==> src/hw/rtl/cc20_pkg.sv <==
package cc20_pkg;

  localparam int unsigned WORD_W = 32;
  localparam int unsigned STATE_WORDS = 16;
  localparam int unsigned LANES = 4;
  localparam int unsigned ROUNDS = 20;
  localparam int unsigned ROUND_W = $clog2(ROUNDS);
  localparam int unsigned ITEM_BYTES = 8;
  localparam int unsigned ITEM_W = 8 * ITEM_BYTES;
  localparam int unsigned COUNT_W = 4;
  localparam int unsigned ITEMS_PER_BLOCK = (STATE_WORDS * WORD_W) / ITEM_W;
  localparam int unsigned POS_W = $clog2(ITEMS_PER_BLOCK);
  localparam int unsigned CFG_INDEX_W = 3;
  localparam int unsigned CFG_DATA_W = 64;

  typedef logic [WORD_W-1:0] word_t;
  typedef logic [STATE_WORDS-1:0][WORD_W-1:0] block_t;

  localparam word_t SIGMA0 = 32'h61707865;
  localparam word_t SIGMA1 = 32'h3320646e;
  localparam word_t SIGMA2 = 32'h79622d32;
  localparam word_t SIGMA3 = 32'h6b206574;
  localparam word_t COUNTER_RESET = 32'd1;

  typedef enum logic [CFG_INDEX_W-1:0] {
    REG_KEY0    = 3'd0,
    REG_KEY1    = 3'd1,
    REG_KEY2    = 3'd2,
    REG_KEY3    = 3'd3,
    REG_NONCE_L = 3'd4,
    REG_NONCE_H = 3'd5,
    REG_ICOUNT  = 3'd6
  } cfg_reg_t;

  typedef struct packed {
    logic [ITEM_W-1:0]  message_bytes;
    logic [COUNT_W-1:0] valid_bytes;
    logic               end_of_message;
  } msg_t;

  typedef struct packed {
    logic [ITEM_W-1:0]  crypted_bytes;
    logic [COUNT_W-1:0] crypted_count;
    logic               crypted_last;
  } res_t;

  typedef struct packed {
    logic start;
    logic abort;
    logic take;
  } core_ctrl_t;

  typedef struct packed {
    logic busy;
    logic full;
  } core_stat_t;

  function automatic word_t rotl(input word_t x, input int unsigned s);
    rotl = (x << s) | (x >> (WORD_W - s));
  endfunction

endpackage

==> src/hw/rtl/cc20_qr.sv <==
module cc20_qr (
  input  cc20_pkg::word_t a,
  input  cc20_pkg::word_t b,
  input  cc20_pkg::word_t c,
  input  cc20_pkg::word_t d,
  output cc20_pkg::word_t a_out,
  output cc20_pkg::word_t b_out,
  output cc20_pkg::word_t c_out,
  output cc20_pkg::word_t d_out
);

  cc20_pkg::word_t a1, b1, c1, d1;

  always_comb begin
    a1 = a + b;
    d1 = cc20_pkg::rotl(d ^ a1, 16);
    c1 = c + d1;
    b1 = cc20_pkg::rotl(b ^ c1, 12);
    a_out = a1 + b1;
    d_out = cc20_pkg::rotl(d1 ^ a_out, 8);
    c_out = c1 + d_out;
    b_out = cc20_pkg::rotl(b1 ^ c_out, 7);
  end

endmodule

==> src/hw/rtl/cc20_core.sv <==
module cc20_core (
  input  logic                 clk,
  input  logic                 rst,
  input  cc20_pkg::core_ctrl_t ctrl,
  input  cc20_pkg::block_t     init_in,
  output cc20_pkg::core_stat_t stat,
  output cc20_pkg::block_t     block_out
);

  localparam logic [cc20_pkg::ROUND_W-1:0] LAST_ROUND =
    cc20_pkg::ROUND_W'(cc20_pkg::ROUNDS - 1);

  cc20_pkg::block_t x;
  cc20_pkg::block_t x_next;
  cc20_pkg::block_t init_r;
  logic [cc20_pkg::ROUND_W-1:0] rnd;
  logic busy;
  logic full;
  logic diag;

  logic [cc20_pkg::LANES-1:0][cc20_pkg::WORD_W-1:0] la, lb, lc, ld;
  logic [cc20_pkg::LANES-1:0][cc20_pkg::WORD_W-1:0] oa, ob, oc, od;

  assign diag = rnd[0];

  // Odd rounds work on the diagonals, so each lane shifts its b, c and d rows.
  for (genvar j = 0; j < cc20_pkg::LANES; j++) begin : g_lane
    localparam int unsigned L = cc20_pkg::LANES;
    assign la[j] = x[j];
    assign lb[j] = diag ? x[L + (j + 1) % L] : x[L + j];
    assign lc[j] = diag ? x[2 * L + (j + 2) % L] : x[2 * L + j];
    assign ld[j] = diag ? x[3 * L + (j + 3) % L] : x[3 * L + j];

    cc20_qr u_qr (
      .a(la[j]), .b(lb[j]), .c(lc[j]), .d(ld[j]),
      .a_out(oa[j]), .b_out(ob[j]), .c_out(oc[j]), .d_out(od[j])
    );

    assign x_next[j]         = oa[j];
    assign x_next[L + j]     = diag ? ob[(j + 3) % L] : ob[j];
    assign x_next[2 * L + j] = diag ? oc[(j + 2) % L] : oc[j];
    assign x_next[3 * L + j] = diag ? od[(j + 1) % L] : od[j];
  end

  for (genvar i = 0; i < cc20_pkg::STATE_WORDS; i++) begin : g_out
    assign block_out[i] = x[i] + init_r[i];
  end

  always_ff @(posedge clk) begin
    if (rst) begin
      busy <= 1'b0;
      full <= 1'b0;
      rnd  <= '0;
    end else if (ctrl.abort) begin
      busy <= 1'b0;
      full <= 1'b0;
      rnd  <= '0;
    end else begin
      if (ctrl.take) begin
        full <= 1'b0;
      end
      if (ctrl.start) begin
        busy <= 1'b1;
        rnd  <= '0;
      end else if (busy) begin
        rnd <= rnd + 1'b1;
        if (rnd == LAST_ROUND) begin
          busy <= 1'b0;
          full <= 1'b1;
        end
      end
    end
  end

  always_ff @(posedge clk) begin
    if (ctrl.start) begin
      x      <= init_in;
      init_r <= init_in;
    end else if (busy) begin
      x <= x_next;
    end
  end

  assign stat.busy = busy;
  assign stat.full = full;

endmodule

==> config.mk <==
export PLATFORM = sky130hd
export DESIGN_NAME = cc20_core
export DESIGN_NICKNAME = d
export VERILOG_FILES = /design/src/hw/rtl/cc20_pkg.sv /design/src/hw/rtl/cc20_qr.sv /design/src/hw/rtl/cc20_core.sv
export SDC_FILE = /design/constraint.sdc
export NUM_CORES = 2
export LEC_CHECK = 0
export ABC_AREA = 1
export BUFFER_PORTS_ARGS = -buffer_cell sky130_fd_sc_hd__buf_2
export CAP_MARGIN = 25
export CORE_MARGIN = 8
export CORE_UTILIZATION = 55
export DETAILED_ROUTE_END_ITERATION = 10
export PLACE_DENSITY = 0.76
export SYNTH_ARGS = -nofsm -noshare
export SYNTH_HDL_FRONTEND = slang
export SYNTH_SLANG_ARGS = --single-unit
==> constraint.sdc <==
create_clock -name clk -period 19.95 [get_ports clk]
set_clock_uncertainty 0.2 [all_clocks]
set_input_delay 0 -clock clk [delete_from_list [all_inputs] [get_ports clk]]
set_output_delay 0 -clock clk [all_outputs]
set_load 0.005 [all_outputs]
==> impl_metrics.toml, run 1 <==
[logic_synthesis]
yosysTopAreaCellShare_pct = 30.8
synth_edf_count = 1024
synthFlopType = "edfxtp_1"
synth_cells = 13300
ys_ff_latch = 1031
ys_warn_count = 0
yosys.area.top_type = "edfxtp_1"
async_flop_share_pct = 0
synth_area_um2 = 99800
yosysMostFrequentCell = "nand2_1"
synth_nets = 14800
synth_common_cells = "nand2_1 (3,637), inv_1 (1,393), a21oi_1 (1,069)"
syn_avg_cell_area_um2 = 7.49
synth.area.top_cells = "edfxtp_1 (31%), nand2_1 (14%), ha_1 (12%), xor2_1 (6.8%), a21oi_1 (5.4%)"
synth-seq-area-share_pct = 30.9
synth.distinct_cells = 69

[grt]
grt_usage_pct = 80.5
grt_overflow_total = 377
grt_max_degree = 161

[cts]
cts_made_buffers = 115
post-cts-setup-buffers = 0
clockBufferDepth = 3
ctsResizeCount = 0
cts.htree.levels = 3
cts_hold_buf = 1033
cts.sinks = 1031
clock_tree.root_cell = "clkbuf_16"

[die]
rows = 156
dieWidth_um = 442
ios = 1031
fp.dieH_um = 442
start_util_pct = 55.3

[place]
dp_hpwl_um = 495000
io_buffers = 1030
gp_congestion = 1.23

[run_status]
stop_stage = "5_1_grt"
error = "[ERROR GRT-0232] Routing congestion too high. Check the congestion heatmap in the GUI."
status = "stopped before the end"
==> metrics by stage <==
step	setup WS, ps	hold slack [ps]	cell area, um^2	std cells
global placement	4770	-9.69	108000	16600
floorplan	6980	-101	99800	13300
CTS	4700	4.52	123000	17900
detailed placement	4800	-6.82	108000	16600
==> cells by family after synthesis <==
group,count (synthesis),share of synthesized area [%]
AO/OA/AOI/OAI,2641,14.6
XOR/XNOR,1151,10.3
adder cells (fa/ha/maj),1005,12.8
buffers and inverters,1715,6.73
flip-flops,1031,30.9
multiplexers,5,0.0765
AND/OR/NAND/NOR,5774,24.6
==> routing by layer <==
layer / GRT overflow / GRT usage [%]
met3: 42 / 70.5
met1: 52 / 81.4
met4: 110 / 75.9
met2: 167 / 92.4
met5: 6 / 49.5
==> run 2, diff against run 1 <==
--- a/config.mk
+++ b/config.mk
@@ -9,9 +9,9 @@
 export BUFFER_PORTS_ARGS = -buffer_cell sky130_fd_sc_hd__buf_2
 export CAP_MARGIN = 25
 export CORE_MARGIN = 8
-export CORE_UTILIZATION = 55
+export CORE_UTILIZATION = 40
 export DETAILED_ROUTE_END_ITERATION = 10
-export PLACE_DENSITY = 0.76
+export PLACE_DENSITY_LB_ADDON = 0.15
 export SYNTH_ARGS = -nofsm -noshare
 export SYNTH_HDL_FRONTEND = slang
 export SYNTH_SLANG_ARGS = --single-unit
==> impl_metrics.toml, run 2 <==
[run_status]
status = "complete, no violations"

[logic_synthesis]
synth_common_cells = "nand2_1 (3,637), inv_1 (1,393), a21oi_1 (1,069)"
syn_avg_cell_area_um2 = 7.49
synth-seq-area-share_pct = 30.9
synth_top_family_by_area = "simple AND/OR/NAND/NOR gates"
post_synth_and_or_nand_nor_area_fraction_pct = 24.6
synth_cells = 13300
synth.distinct_cells = 69
synth_edf_count = 1024
yosysMostFrequentCell = "nand2_1"
ys_ff_latch = 1031
synth.area.top_cells = "edfxtp_1 (31%), nand2_1 (14%), ha_1 (12%), xor2_1 (6.8%), a21oi_1 (5.4%)"
synth-compound-area-share_pct = 14.6
yosysTopAreaCellShare_pct = 30.8
synth_area_um2 = 99800
synth_nets = 14800
ys_warn_count = 0
synth-xor-area-share_pct = 10.3
synthFlopType = "edfxtp_1"
async_flop_share_pct = 0
synth.mux.area_fraction_pct = 0.0765
synthAdderAreaFrac_pct = 12.8
yosys.area.top_type = "edfxtp_1"

[worst_setup_path]
worstSetupPathType = "flip-flop to flip-flop"
crit_path_start_kind = "flip-flop"
r2r-end = "x[132]"
r2r-start = "rnd[0]"
crit_buf_inv = 10
crit_fanout = 142
crit_family = "compound AO/OA/AOI/OAI gates"
worstPathRequired_ps = 20310
cp-end-kind = "flip-flop"
worst_ep_arrival_time_ps = 17360
cp_common_cell = "nand2_1"
worstRegToRegCells = 69
cp.depth = 69
crit_slowest_cell = "dfxtp_4"
max_stage_delay_ps = 750
r2r_setup_slack_ps = 2950

[die]
rows = 183
start_util_pct = 40.2
die_area_um2 = 266000
ios = 1031
fp.dieH_um = 516
dieWidth_um = 516
coreArea_um2 = 248000

[route]
drt_iter0_drc = 15400
routed_wl_um = 637000
num_vias = 112000
drc = 0
ant_nets = 0
wl_per_cell_um = 33.6
first_pass_iters = 9
via_per_inst = 5.90

[min_path]
min_from = "init_in[127]"
hold_end = "la[127]"
hold_depth = 4
min_path_type = "input port to flip-flop"

[timing]
finalCritPeriodShare_pct = 85.2
max_clock_freq_ghz = 0.0588
rsz0062_at_grt = "false"
fin_tns_setup_ps = 0
period_needed_ps = 17000
tightest_slew_ps = 1280
setup_violations = 0
max_slew_margin_pct = 14.8
finalHoldViolations = 0
report.final.slew_viol_count = 0

[place]
dp_hpwl_um = 547000
io_buffers = 1030
dpl_cell_area_um2 = 110000
gp_congestion = 1.13

[cts]
clockBufferDepth = 3
cts.htree.levels = 4
path_clk_slew_ps = 60
cts_tree = "built"
clock_latency_ps = 850
post-cts-setup-buffers = 0
cts.sinks = 1031
clock_tree.root_cell = "clkbuf_16"
cts_made_buffers = 130

[layout]
final_area_um2 = 125000
finalNetCount = 17000
area_growth_pct = 25.5
largest-register = "init_r"
drive_gt1_share_pct = 12.4
largest_reg_flops = 512
final_common_cell = "nand2_1"
layout_common_cells = "nand2_1 (3,636), inv_1 (1,391), a21oi_1 (1,068)"

[grt]
grt_max_degree = 172
grt_pass1_vias = 104000
grt_overflow_total = 0
grt_antenna_before_repair = 82
grt_pass1_wl_um = 844000
grt_usage_pct = 45.6

[flow_run]
drv_cap = 0
-- run 2: per-stage QoR --
stage / hold WS (ps) / util, % / setup WS, ps / instances
after detailed placement: -7.28 / 44.4 / 3750 / 17600
after global placement: -8.22 / 44.1 / 3480 / 17600
after CTS: 0.136 / 50.3 / 3590 / 18900
after floorplan: -101 / - / 6980 / 13300
after global routing: 47.3 / 50.4 / 2510 / 18900
final: 22.4 / 50.4 / 2950 / 19000
-- run 2: layer usage --
layer,global-route usage [%],wire length [um],vias up
met2,68.6,267000,7295
met5,0,255,-
met4,35.6,63700,36
li1,-,-,49600
met3,13.0,69900,1682
met1,54.8,236000,53500
-- run 2: repair_timing --
action                     CTS  global route
hold endpoints to repair  1205             0
gates resized for setup      0             0
hold buffers              1038             0
-- run 2: worst register-to-register path, delay by kind of cell (launching register included) --
family,cells,cell delay (ps)
AO/OA/AOI/OAI,19,5040
AND/OR/NAND/NOR,30,3580
buffers and inverters,10,2800
XOR/XNOR,6,2550
adder cells (fa/ha/maj),4,1780
flip-flops,1,750
-- run 2: cell type report --
| cell class | count | area (um^2) |
|---|---|---|
| Fill cell | 24500 | 123000 |
| Multi-Input combinational cell | 10600 | 62600 |
| Sequential cell | 1031 | 30900 |
| Timing Repair Buffer | 2331 | 17800 |
| Inverter | 1422 | 5350 |
| Tap cell | 3330 | 4170 |
| Clock buffer | 168 | 3500 |
| Clock inverter | 65 | 761 |
| Antenna cell | 59 | 148 |
-- run 2: cells by family after synthesis --
group	count (synthesis)
simple gates	5774
compound gates	2641
buf+inv	1715
xor+xnor	1151
flops	1031
fa+ha+maj	1005
mux	5
-- run 2: worst max-delay path by stage --
stage             from      to  slack, ps
3_3_place_gp    rnd[0]  x[229]       3480
3_5_place_dp    rnd[0]  x[132]       3750
4_1_cts         rnd[0]  x[132]       3590
5_1_grt         rnd[0]  x[132]       2510
6_report        rnd[0]  x[132]       2950
2_1_floorplan  ctrl[2]   la[0]       6980
Power of run 2 is not shown: default switching activity piles up to over one toggle a cycle in this logic, so the estimate is an artifact.
